<file path="src/rtl/bdth_pkg.sv">
package bdth_pkg;

  localparam int FIELD_BITS = 4;   // raw level and LED word width
  localparam int TICK_W     = 32;
  localparam int CFG_W      = 16;
  localparam int HOLD_W     = 16;
  localparam int RST_IDX_W  = 2;
  localparam int REG_IDX_W  = 2;

  // configuration register indexes
  localparam logic [REG_IDX_W-1:0] REG_DEBOUNCE_TICKS = 2'd0;
  localparam logic [REG_IDX_W-1:0] REG_HOLD_LIMIT     = 2'd1;
  localparam logic [REG_IDX_W-1:0] REG_RESET_BUTTON   = 2'd2;

  // item kinds
  localparam logic CMD_SCAN = 1'b0;
  localparam logic CMD_SET  = 1'b1;

  // per-button press mark
  localparam logic [1:0] MARK_NONE    = 2'd0;
  localparam logic [1:0] MARK_PRESSED = 2'd1;
  localparam logic [1:0] MARK_HOLD    = 2'd2;

  // per-button events for one scan
  typedef struct packed {
    logic toggle;     // new debounced press
    logic rel_reset;  // release of the reset-role button
    logic hold_inc;   // reset-role button still held, bump hold count
    logic fire;       // hold count reached the limit
  } lane_ev_t;

endpackage

</file>
<file path="src/rtl/bdth_lane.sv">
module bdth_lane
  import bdth_pkg::*;
(
  input  logic              clk,
  input  logic              rst_n,
  input  logic              step,
  input  logic              lvl,
  input  logic [TICK_W-1:0] now_tick,
  input  logic [CFG_W-1:0]  debounce_ticks,
  input  logic              is_reset,
  input  logic              hold_fire,
  output lane_ev_t          ev
);

  logic              raw_r, raw_nxt;
  logic              deb_r, deb_nxt;
  logic [TICK_W-1:0] last_r, last_nxt;
  logic [1:0]        mark_r, mark_nxt;
  logic [TICK_W-1:0] elapsed;
  logic              pressed;

  always_comb begin
    raw_nxt  = lvl;
    last_nxt = (raw_r != lvl) ? now_tick : last_r;
    elapsed  = now_tick - last_nxt;
    deb_nxt  = deb_r;
    if ((raw_nxt != deb_r) && (elapsed > {{(TICK_W-CFG_W){1'b0}}, debounce_ticks})) begin
      deb_nxt = raw_nxt;
    end
    pressed  = !deb_nxt;

    mark_nxt = mark_r;
    ev       = '0;
    priority if (pressed && mark_r == MARK_NONE) begin
      ev.toggle = 1'b1;
      mark_nxt  = MARK_PRESSED;
    end else if (!pressed && mark_r != MARK_NONE) begin
      ev.rel_reset = is_reset;
      mark_nxt     = MARK_NONE;
    end else if (is_reset && pressed && mark_r == MARK_PRESSED) begin
      ev.hold_inc = 1'b1;
      if (hold_fire) begin
        ev.fire  = 1'b1;
        mark_nxt = MARK_HOLD;
      end
    end else begin
      // steady level, mark unchanged
      mark_nxt = mark_r;
    end
  end

  always_ff @(posedge clk) begin
    if (!rst_n) begin
      raw_r  <= 1'b1;
      deb_r  <= 1'b1;
      last_r <= '0;
      mark_r <= MARK_NONE;
    end else if (step) begin
      raw_r  <= raw_nxt;
      deb_r  <= deb_nxt;
      last_r <= last_nxt;
      mark_r <= mark_nxt;
    end
  end

endmodule

</file>
<file path="src/rtl/button_debounce_toggle_hold_core.sv">
// Button debounce / LED toggle / long-hold core.
//
// Input channel (in_valid / in_stall): one beat is a scan (in_cmd = 0) carrying
// active-low raw button levels and a free-running 32-bit tick stamp, or a set
// (in_cmd = 1) that overwrites the LED word with in_led_command.
// Result channel (out_valid / out_stall): exactly one beat per input beat, in
// order: the LED word after the item, a publish flag (some button toggled its
// LED on this scan) and an access-point request (reset-role button held for
// hold_limit scans).
// Config port: cfg_we / cfg_index / cfg_wdata write debounce_ticks (0),
// hold_limit (1) and reset_button_index (2); write only while the core is idle.
// Timing: the beat lands in an input register, all buttons are evaluated side
// by side from it and the result register loads from that evaluation;
// throughput is 1 beat per cycle while out_stall is low, set by the single
// state-update stage.
// out_stall holds the result register; the input register then fills and
// in_stall rises, so nothing is dropped. Reset (rst_n low, synchronous)
// releases all buttons, clears timers, marks, hold count and LED word, and
// restores the register defaults.
module button_debounce_toggle_hold_core
  import bdth_pkg::*;
#(
  parameter int NUM_BUTTONS = 4
) (
  input  logic                  clk,
  input  logic                  rst_n,
  // input channel
  input  logic                  in_valid,
  output logic                  in_stall,
  input  logic                  in_cmd,
  input  logic [FIELD_BITS-1:0] in_raw_levels,
  input  logic [TICK_W-1:0]     in_now_tick,
  input  logic [FIELD_BITS-1:0] in_led_command,
  // result channel
  output logic                  out_valid,
  input  logic                  out_stall,
  output logic [FIELD_BITS-1:0] out_led_state,
  output logic                  out_publish,
  output logic                  out_ap_mode_request,
  // config
  input  logic                  cfg_we,
  input  logic [REG_IDX_W-1:0]  cfg_index,
  input  logic [CFG_W-1:0]      cfg_wdata
);

  // config registers
  logic [CFG_W-1:0]     debounce_ticks_r;
  logic [HOLD_W-1:0]    hold_limit_r;
  logic [RST_IDX_W-1:0] rst_idx_r;

  always_ff @(posedge clk) begin
    if (!rst_n) begin
      debounce_ticks_r <= CFG_W'(50);
      hold_limit_r     <= HOLD_W'(1000);
      rst_idx_r        <= '0;
    end else if (cfg_we) begin
      unique case (cfg_index)
        REG_DEBOUNCE_TICKS: debounce_ticks_r <= cfg_wdata;
        REG_HOLD_LIMIT:     hold_limit_r     <= cfg_wdata[HOLD_W-1:0];
        REG_RESET_BUTTON:   rst_idx_r        <= cfg_wdata[RST_IDX_W-1:0];
        default: ;  // unused index, ignored
      endcase
    end
  end

  // input register stage
  logic                  s1_valid_r;
  logic                  s1_cmd_r;
  logic [FIELD_BITS-1:0] s1_raw_r;
  logic [TICK_W-1:0]     s1_now_r;
  logic [FIELD_BITS-1:0] s1_ledc_r;
  logic                  in_take;
  logic                  adv;
  logic                  step;

  logic                  out_valid_r;

  assign adv      = s1_valid_r && (!out_valid_r || !out_stall);
  assign in_stall = s1_valid_r && !adv;
  assign in_take  = in_valid && !in_stall;
  assign step     = adv && (s1_cmd_r == CMD_SCAN);

  always_ff @(posedge clk) begin
    if (!rst_n) begin
      s1_valid_r <= 1'b0;
    end else if (in_take) begin
      s1_valid_r <= 1'b1;
    end else if (adv) begin
      s1_valid_r <= 1'b0;
    end
  end

  always_ff @(posedge clk) begin
    if (in_take) begin
      s1_cmd_r  <= in_cmd;
      s1_raw_r  <= in_raw_levels;
      s1_now_r  <= in_now_tick;
      s1_ledc_r <= in_led_command;
    end
  end

  // shared hold counter for the reset-role button
  logic [HOLD_W-1:0] hold_cnt_r, hold_cnt_nxt;
  logic [HOLD_W-1:0] hold_inc_val;
  logic              hold_fire;

  assign hold_inc_val = hold_cnt_r + HOLD_W'(1);
  assign hold_fire    = (hold_inc_val >= hold_limit_r);

  // button lanes
  lane_ev_t [NUM_BUTTONS-1:0] ev;
  logic [NUM_BUTTONS-1:0]     tog_vec, rel_vec, inc_vec, fire_vec;
  logic [FIELD_BITS-1:0]      tog_mask;

  for (genvar g = 0; g < NUM_BUTTONS; g++) begin : g_lane
    logic lvl;
    logic is_rst;

    if (g < FIELD_BITS) begin : g_pin
      assign lvl    = s1_raw_r[g];
      assign is_rst = (rst_idx_r == RST_IDX_W'(g));
    end else begin : g_nopin
      // no raw pin: reads released, never has the reset role
      assign lvl    = 1'b1;
      assign is_rst = 1'b0;
    end

    bdth_lane u_lane (
      .clk           (clk),
      .rst_n         (rst_n),
      .step          (step),
      .lvl           (lvl),
      .now_tick      (s1_now_r),
      .debounce_ticks(debounce_ticks_r),
      .is_reset      (is_rst),
      .hold_fire     (hold_fire),
      .ev            (ev[g])
    );

    assign tog_vec[g]  = ev[g].toggle;
    assign rel_vec[g]  = ev[g].rel_reset;
    assign inc_vec[g]  = ev[g].hold_inc;
    assign fire_vec[g] = ev[g].fire;
  end

  // only buttons with an LED bit toggle it
  for (genvar m = 0; m < FIELD_BITS; m++) begin : g_mask
    if (m < NUM_BUTTONS) begin : g_on
      assign tog_mask[m] = tog_vec[m];
    end else begin : g_off
      assign tog_mask[m] = 1'b0;
    end
  end

  always_comb begin
    hold_cnt_nxt = hold_cnt_r;
    priority if (|rel_vec) begin
      hold_cnt_nxt = '0;
    end else if (|fire_vec) begin
      hold_cnt_nxt = '0;
    end else if (|inc_vec) begin
      hold_cnt_nxt = hold_inc_val;
    end else begin
      // no hold activity this scan
      hold_cnt_nxt = hold_cnt_r;
    end
  end

  always_ff @(posedge clk) begin
    if (!rst_n) begin
      hold_cnt_r <= '0;
    end else if (step) begin
      hold_cnt_r <= hold_cnt_nxt;
    end
  end

  // LED word and result register
  logic [FIELD_BITS-1:0] led_r, led_nxt;
  logic [FIELD_BITS-1:0] out_led_r;
  logic                  out_pub_r;
  logic                  out_ap_r;

  assign led_nxt = (s1_cmd_r == CMD_SET) ? s1_ledc_r : (led_r ^ tog_mask);

  always_ff @(posedge clk) begin
    if (!rst_n) begin
      led_r       <= '0;
      out_valid_r <= 1'b0;
    end else begin
      if (adv) begin
        led_r       <= led_nxt;
        out_valid_r <= 1'b1;
      end else if (!out_stall) begin
        out_valid_r <= 1'b0;
      end
    end
  end

  always_ff @(posedge clk) begin
    if (adv) begin
      out_led_r <= led_nxt;
      out_pub_r <= step && (|tog_vec);
      out_ap_r  <= step && (|fire_vec);
    end
  end

  assign out_valid           = out_valid_r;
  assign out_led_state       = out_led_r;
  assign out_publish         = out_pub_r;
  assign out_ap_mode_request = out_ap_r;

  // set beats never publish nor request
  a_set_quiet: assert property (@(posedge clk) disable iff (!rst_n)
    adv && (s1_cmd_r == CMD_SET) |=> out_valid_r && !out_pub_r && !out_ap_r)
    else $error("set beat produced publish or request");

  // a fired request leaves the hold counter cleared
  a_fire_clears: assert property (@(posedge clk) disable iff (!rst_n)
    step && (|fire_vec) |=> hold_cnt_r == '0)
    else $error("hold count not cleared after request");

  // at most one lane may drive the hold counter
  a_one_holder: assert property (@(posedge clk) disable iff (!rst_n)
    $onehot0(inc_vec) && $onehot0(rel_vec))
    else $error("several lanes drive the hold counter");

  // input side only stalls with a beat parked in the input register
  a_stall_src: assert property (@(posedge clk) disable iff (!rst_n)
    in_stall |-> s1_valid_r && out_valid_r)
    else $error("input stalled without a parked beat");

endmodule

</file>
<file path="config.mk">
export PLATFORM = sky130hd
export DESIGN_NAME = button_debounce_toggle_hold_core
export DESIGN_NICKNAME = d
export VERILOG_FILES = /design/src/rtl/bdth_pkg.sv /design/src/rtl/bdth_lane.sv /design/src/rtl/button_debounce_toggle_hold_core.sv
export SDC_FILE = /design/constraint.sdc
export NUM_CORES = 1
export LEC_CHECK = 0
export ABC_AREA = 1
export ABC_CLOCK_PERIOD_IN_PS = 6500
export BUFFER_PORTS_ARGS = -buffer_cell sky130_fd_sc_hd__buf_4
export CORE_MARGIN = 3
export CORE_UTILIZATION = 64
export DETAILED_ROUTE_END_ITERATION = 7
export MAX_ROUTING_LAYER = met4
export PLACE_DENSITY_LB_ADDON = 0.12
export SLEW_MARGIN = 20
export SYNTH_ARGS = -nofsm -noshare
export SYNTH_HDL_FRONTEND = slang
export SYNTH_SLANG_ARGS = --single-unit
</file>
<file path="constraint.sdc">
create_clock -name clk -period 6.5 [get_ports clk]
set_input_delay 0.975 -clock clk [delete_from_list [all_inputs] [get_ports clk]]
set_output_delay 0.975 -clock clk [all_outputs]
set_load 0.005 [all_outputs]
</file>
Yosys cells after proc, flatten, opt, wreduce, memory -nomap -nowiden

Index checks and enable logic that the tools add are counted.
Widths: inputs -> output; s select.

Multiplexer cells: 50
Multiply operators: 0
Equal/unequal tests: 18
Order comparisons: 5
Shifts and indexed selects: 0
Reduce and logical (&&, ||, !) cells: 67
Add/subtract/negate cells: 5
Divide/modulo/power cells: 0
Bitwise gates (word level): 2

Operators by type and width:

| cell                  | number |
|---|---|
| $gt 32x16->1          | 4 |
| $mux 32               | 4 |
| $sub 32x32->32        | 4 |
| $mux 16               | 3 |
| $mux 2                | 21 |
| $reduce_bool 3->1     | 9 |
| $logic_and 1x1->1     | 26 |
| $mux 1                | 17 |
| $add 16x1->16 const B | 1 |
| $ge 16x16->1          | 1 |
| $reduce_or 4->1       | 4 |
| $eq 2x1->1 const B    | 6 |
| $logic_not 2->1       | 6 |
| $mux 3                | 4 |
| $reduce_and 3->1      | 4 |
| $reduce_bool 2->1     | 5 |
| $logic_not 1->1       | 8 |
| $ne 1x1->1            | 8 |
| $reduce_and 2->1      | 4 |
| $eq 2x2->1 const B    | 3 |
| $mux 4                | 1 |
| $xor 4x4->4           | 1 |
| $ne 2x1->1 const B    | 1 |
| $logic_or 1x1->1      | 1 |
| $not 1->1             | 1 |

Input bits: 64
Latch bits: 0
Flip-flop bits (word level): 247
Logic and storage cells: 177
Memories: 0
Output and inout port bits: 8
ROM bits: 0
Bits in writable memories: 0

Depth between registers and ports, before layout

Depth after elaboration: 16
Gate-level depth with buffers: 48
Gate-level depth less buffers: 45

Hierarchy

From an unflattened synthesis, not the netlist that was laid out.

Cells, all modules: 3663
Area total of the unflattened synthesis: 23537.6 µm²

Modules (own cells, without submodules):

| module                           | cells each | times used | area an instance (µm²) |
|---|---|---|---|
| bdth_lane (g_lane[1].u_lane ...) | 799        | 2          | 4869.7 |
| bdth_lane (g_lane[3].u_lane)     | 807        | 1          | 4734.5 |
| bdth_lane (g_lane[0].u_lane)     | 791        | 1          | 4708.3 |
| button_debounce_toggle_hold_core | 467        | 1          | 4355.4 |

Worst setup path after synthesis

Ideal clock, no wire load.

Path kind: register -> register
Start point: reg s1_raw_r[3]
End point: reg hold_cnt_r[12]
Setup time: 0.064 ns
Stages on the path, launching flop included: 37
Clock period less this slack: 5.481 ns
Setup slack: 1.019 ns
Arrival time: 5.417 ns
Path buffers: 3
Path through: edfxtp_1 > inv_2 > nand2_1 > nand2_1 > clkbuf_1 > buf_1 > mux2i_1 > ha_1 > nand2_1 > nor3_2 > nand2_1 > inv_1 > nand2_1 > nand2_1 > xor2_1 > ha_1 > nand4_1 > nor2_1 > nand3_1 > o21ai_0 > nand2_1 > nor2_1 > nand2_1 > nor2_1 > nand2_1 > nor2_2 > nand3_1 > nand2_2 > inv_1 > ha_1 > nor3b_1 > a211oi_2 > clkbuf_1 > nand2_1 > nor2_1 > nor2_1 > nor2_1

Word-level cells in the longest chain between the ends: 15

RTL lines:

| item                                                          | RTL line                                                                         | RTL |
|---|---|---|
| start: declaration                                            | button_debounce_toggle_hold_core.sv:69                                           | `logic [FIELD_BITS-1:0] s1_raw_r;` |
| start signal: assignment                                      | button_debounce_toggle_hold_core.sv:96                                           | `s1_raw_r <= in_raw_levels;` |
| $ne 1x1->1                                                    | bdth_lane.sv:24                                                                  | `last_nxt = (raw_r != lvl) ? now_tick : last_r;` |
| $mux 32                                                       | bdth_lane.sv:24                                                                  |  |
| $sub 32x32->32                                                | bdth_lane.sv:25                                                                  | `elapsed = now_tick - last_nxt;` |
| $gt 32x16->1                                                  | bdth_lane.sv:27                                                                  | `if ((raw_nxt != deb_r) && (elapsed > {{(TICK_W-CFG_W){1'b0}}, debounce_ticks})) begin` |
| $logic_and 1x1->1                                             | bdth_lane.sv:27                                                                  |  |
| $mux 1 (*)                                                    | bdth_lane.sv:27                                                                  |  |
| named net g_lane[3].u_lane.deb_nxt                            | bdth_lane.sv:16                                                                  | `logic deb_r, deb_nxt;` |
| $logic_not 1->1                                               | bdth_lane.sv:30                                                                  | `pressed = !deb_nxt;` |
| $logic_and 1x1->1 (2 in series)                               | bdth_lane.sv:40                                                                  | `end else if (is_reset && pressed && mark_r == MARK_PRESSED) begin` |
| $mux 2                                                        | bdth_lane.sv:40                                                                  |  |
| $mux 2                                                        | bdth_lane.sv:37                                                                  | `end else if (!pressed && mark_r != MARK_NONE) begin` |
| $mux 3 (*)                                                    | bdth_lane.sv:34                                                                  | `priority if (pressed && mark_r == MARK_NONE) begin` |
| $reduce_or 4->1 (on tied branches)                            | button_debounce_toggle_hold_core.sv:159, button_debounce_toggle_hold_core.sv:161 |  |
| $reduce_bool 3->1 (no line) / $mux 16 (equally long branches) | n/a                                                                              |  |
| $reduce_and 2->1 (no line) / $mux 16 (equally long branches)  | n/a                                                                              |  |
| end signal: assignment                                        | button_debounce_toggle_hold_core.sv:173                                          | `hold_cnt_r <= hold_cnt_nxt;` |
| end: declaration                                              | button_debounce_toggle_hold_core.sv:103                                          | `logic [HOLD_W-1:0] hold_cnt_r, hold_cnt_nxt;` |

The timed path passes the listed nets; every way through them passes the cells marked *.
A chain may end at the register's enable or synchronous reset.

Final worst setup path

Start point: reg s1_now_r[10]
End point: reg hold_cnt_r[12]

Word-level cells in the longest chain between the ends: 14

RTL lines:

| item                                                          | RTL line                                                                         | RTL |
|---|---|---|
| start: declaration                                            | button_debounce_toggle_hold_core.sv:70                                           | `logic [TICK_W-1:0] s1_now_r;` |
| start signal: assignment                                      | button_debounce_toggle_hold_core.sv:97                                           | `s1_now_r <= in_now_tick;` |
| $mux 32                                                       | bdth_lane.sv:24                                                                  |  |
| $sub 32x32->32 (*)                                            | bdth_lane.sv:25                                                                  |  |
| $gt 32x16->1 (*)                                              | bdth_lane.sv:27                                                                  |  |
| $logic_and 1x1->1 (*)                                         | bdth_lane.sv:27                                                                  |  |
| $mux 1 (*)                                                    | bdth_lane.sv:27                                                                  |  |
| named net g_lane[2].u_lane.deb_nxt                            | bdth_lane.sv:16                                                                  |  |
| $logic_not 1->1                                               | bdth_lane.sv:30                                                                  |  |
| $logic_and 1x1->1 (2 in series)                               | bdth_lane.sv:40                                                                  |  |
| $mux 2                                                        | bdth_lane.sv:40                                                                  |  |
| $mux 2                                                        | bdth_lane.sv:37                                                                  |  |
| $mux 3 (*)                                                    | bdth_lane.sv:34                                                                  |  |
| $reduce_or 4->1 (on tied branches)                            | button_debounce_toggle_hold_core.sv:159, button_debounce_toggle_hold_core.sv:161 |  |
| $reduce_bool 3->1 (no line) / $mux 16 (equally long branches) | n/a                                                                              |  |
| $reduce_and 2->1 (no line) / $mux 16 (equally long branches)  | n/a                                                                              |  |

Marks and branches as above.

==> out/qor.txt <==
Remaining DRCs = 0
path depth of the worst reg2reg path = 35
relative slew slack = 0.324
initial antenna violation count = 0
setup TNS = 0 ns
first-pass GRT wire length = 117000 microns
Post-Place Setup Slack = 0.458 ns
top_reg_cell synth = dfxtp_1
fin crit period = 6.12 ns
Final nets = 3744
Worst setup startpoint = s1_now_r[10]
most common cell in the synthesized netlist = nand2_1
total track usage = 0.414
CP top delay family = simple AND/OR/NAND/NOR gates
1st-iter DRT viols = 2676
unrepaired setup endpoints after global routing = false
CP max-delay cell = edfxtp_1
Placer Congestion = 1.04
final critical-path share of the clock period = 0.941
LEAKAGE = 11.9 nW
Final Hold Fails = 0
CP max stage delay = 0.81 ns
outcome = completed
port bufs = 71
DR pass1 iterations = 6
maximum VDD drop = 0.257 mV
vias in the first global route = 22800
area share of the largest cell type after synthesis = 0.182
max-slew violations = 0
clock sinks = 247
DP HPWL = 57900 microns
height of the die = 191 microns
Die ar. = 36600 sq um
arrival time worst endpoint = 6.63 ns
area of the multi-input gates = 14200 sq um
Post-synth top cells = 904 x nand2_1, 499 x inv_1, 319 x nor2_1, 291 x a21oi_1, 276 x o21ai_0
total grt overflow = 0
Die X = 191 microns
max-cap check violation count = 0
Syn Nets = 3718
clock latency on the worst-skew pair = 0.59 ns
area leader, netlist = dfxtp_1
Reg2Reg Setup Slack = 0.38 ns
IO Count = 72
worst r2r src = s1_now_r[10]
via count = 24100
CTS Buf Count = 29
CP max FO = 32
Slew @ Worst Pin = 1.01 ns
register area share after synthesis = 0.247
Synth Instances = 3481
Clock Skew = 0.0162 ns
Yosys cell types = 48
most frequent CP cell = nand2_1
CTS clock-pin slew for the worst setup and hold paths = 0.06 ns
final wirelength = 76100 microns
Synth Register Bits = 247
Final Cell Area = 23800 sq um
Synth area leaders = dfxtp_1 18%, nand2_1 15%, ha_1 9.9%
storage element area = 5420 sq um
RR Endpoint = hold_cnt_r[12]
CP Buf/Inv Count = 3
share of layout cells above drive strength 1 = 0.0728
Async S/R FF share, synth = 0
H-tree levels = 1
Worst EP required = 7.02 ns
core area = 33700 sq um
Worst Setup EP = hold_cnt_r[12]
Placed Area = 22700 sq um
mapped cell area = 22000 sq um
CP Launch Type = register
areal power density over the cells = 237 nW/um^2
Hold Path Class = register to register
Std-Cell Rows = 67
Post-synth EDFFs = 47
Post-CTS Hold Buffers = 0
PnR worst setup slack = 0.382 ns
type of the worst setup path = register to register
vias per cell = 6.05
root buf cell = clkbuf_16
CTS tree = yes
Initial Utilization = 0.651
Routed Antenna Nets = 0
clock buffer depth = 3
YS warnings = 0
fillers = 2823
endpoint type of the worst setup path = register
WP depth = 35
total power draw = 5.63 mW
final setup vio count = 0
Achievable Freq = 163 MHz
layout overhead on the synthesized area = 8.19%
Layout Utilization = 0.705
Avg WL per Cell = 19.1 microns
largest net degree at the start of global routing = 96
syn_area_per_cell = 6.31 sq um
-- metal layers --
layer / vias to the layer above / track usage / share of wire
li1: 11400 / - / -
met1: 11000 / 0.484 / 0.38
met2: 1297 / 0.666 / 0.45
met3: 374 / 0.0734 / 0.099
met4: 0 / 0.249 / 0.073
met5: - / - / 0
-- layout make-up --
| class | instances | share of cell area |
|---|---|---|
| multi-input combinational | 2619 | 0.596 |
| inverter | 519 | 0.0821 |
| sequential | 247 | 0.228 |
| tap | 448 | 0.0236 |
| clock buffer | 38 | 0.0341 |
| antenna | 1 | 0.000105 |
| clock inverter | 16 | 0.00695 |
| timing repair buffer | 91 | 0.0293 |
-- tightest hold or removal path, cell delays in order, from the launching register on --
cell and delay, ns:
dfxtp_1 0.30, inv_1 0.06, a21oi_1 0.06
-- worst min path at each step --
stage / start / to / slack [ns] / depth (start not counted)
after CTS: hold_limit_r[2] / hold_limit_r[2] / 0.47 / 2
after detailed placement: hold_limit_r[1] / hold_limit_r[1] / 0.45 / 2
final: hold_limit_r[1] / hold_limit_r[1] / 0.47 / 2
after global placement: hold_limit_r[2] / hold_limit_r[2] / 0.45 / 2
after global routing: hold_limit_r[12] / hold_limit_r[12] / 0.49 / 2
after floorplan: hold_limit_r[10] / hold_limit_r[10] / 0.44 / 2
-- placed cells by master, fill, tap and decap left out, types with 7 or more instances in the layout --
master | Yosys | final
nand2_1 | 904 | 904
inv_1 | 499 | 498
o21ai_1 | 8 | 9
clkbuf_16 | 0 | 30
nor2_2 | 20 | 21
a31oi_1 | 18 | 18
xor2_1 | 52 | 52
nand4_1 | 40 | 40
a211oi_1 | 10 | 10
nor4_1 | 11 | 11
o21bai_1 | 15 | 15
o21ai_0 | 276 | 275
clkinv_2 | 0 | 7
o211ai_1 | 17 | 17
buf_4 | 3 | 90
a21oi_1 | 291 | 291
mux2i_1 | 76 | 76
nand2_2 | 27 | 27
nand3_1 | 218 | 218
edfxtp_1 | 47 | 47
nor2_1 | 319 | 317
a21boi_0 | 7 | 7
ha_1 | 173 | 172
dfxtp_1 | 200 | 200
nand3_2 | 30 | 30
inv_2 | 17 | 17
nor3_1 | 44 | 44
xnor2_1 | 23 | 23
-- timing repair --
item,4_1_cts,5_1_grt
buffers inserted,0,1
setup endpoints to repair,0,16
resized for setup,0,5
-- per-stage QoR --
stage,cells,hold WS [ns]
after detailed placement,3923,0.455
after CTS,3977,0.466
final,3979,0.465
after global placement,3923,0.449
after floorplan,3481,0.435
after global routing,3978,0.491
-- logic make-up after synthesis --
logic type / count (synthesis) / synth area share
and+or+nand+nor: 1639 / 0.322
AOI/OAI and AO/OA: 656 / 0.158
muxes: 76 / 0.0346
xor gates and xnor gates: 75 / 0.0299
adders and majority gates: 173 / 0.0986
buffers and inverters: 615 / 0.110
DFF: 247 / 0.247
-- flip-flops by register name, summed over array words and instances (netlist names), 8 cells and up --
register,cells
g_lane.u_lane.last_r,128
hold_cnt_r,16
s1_now_r,32
g_lane.u_lane.mark_r,8
hold_limit_r,16
debounce_ticks_r,16
-- report_power, final --
part | leakage (nW) | switching (mW) | internal [mW]
Clock | 0.477 | 0.734 | 0.968
Sequential | 2.09 | 0.0840 | 1.64
Combinational | 9.37 | 1.46 | 0.739
Total | 11.9 | 2.28 | 3.35
(Power assumes the default switching activity.)
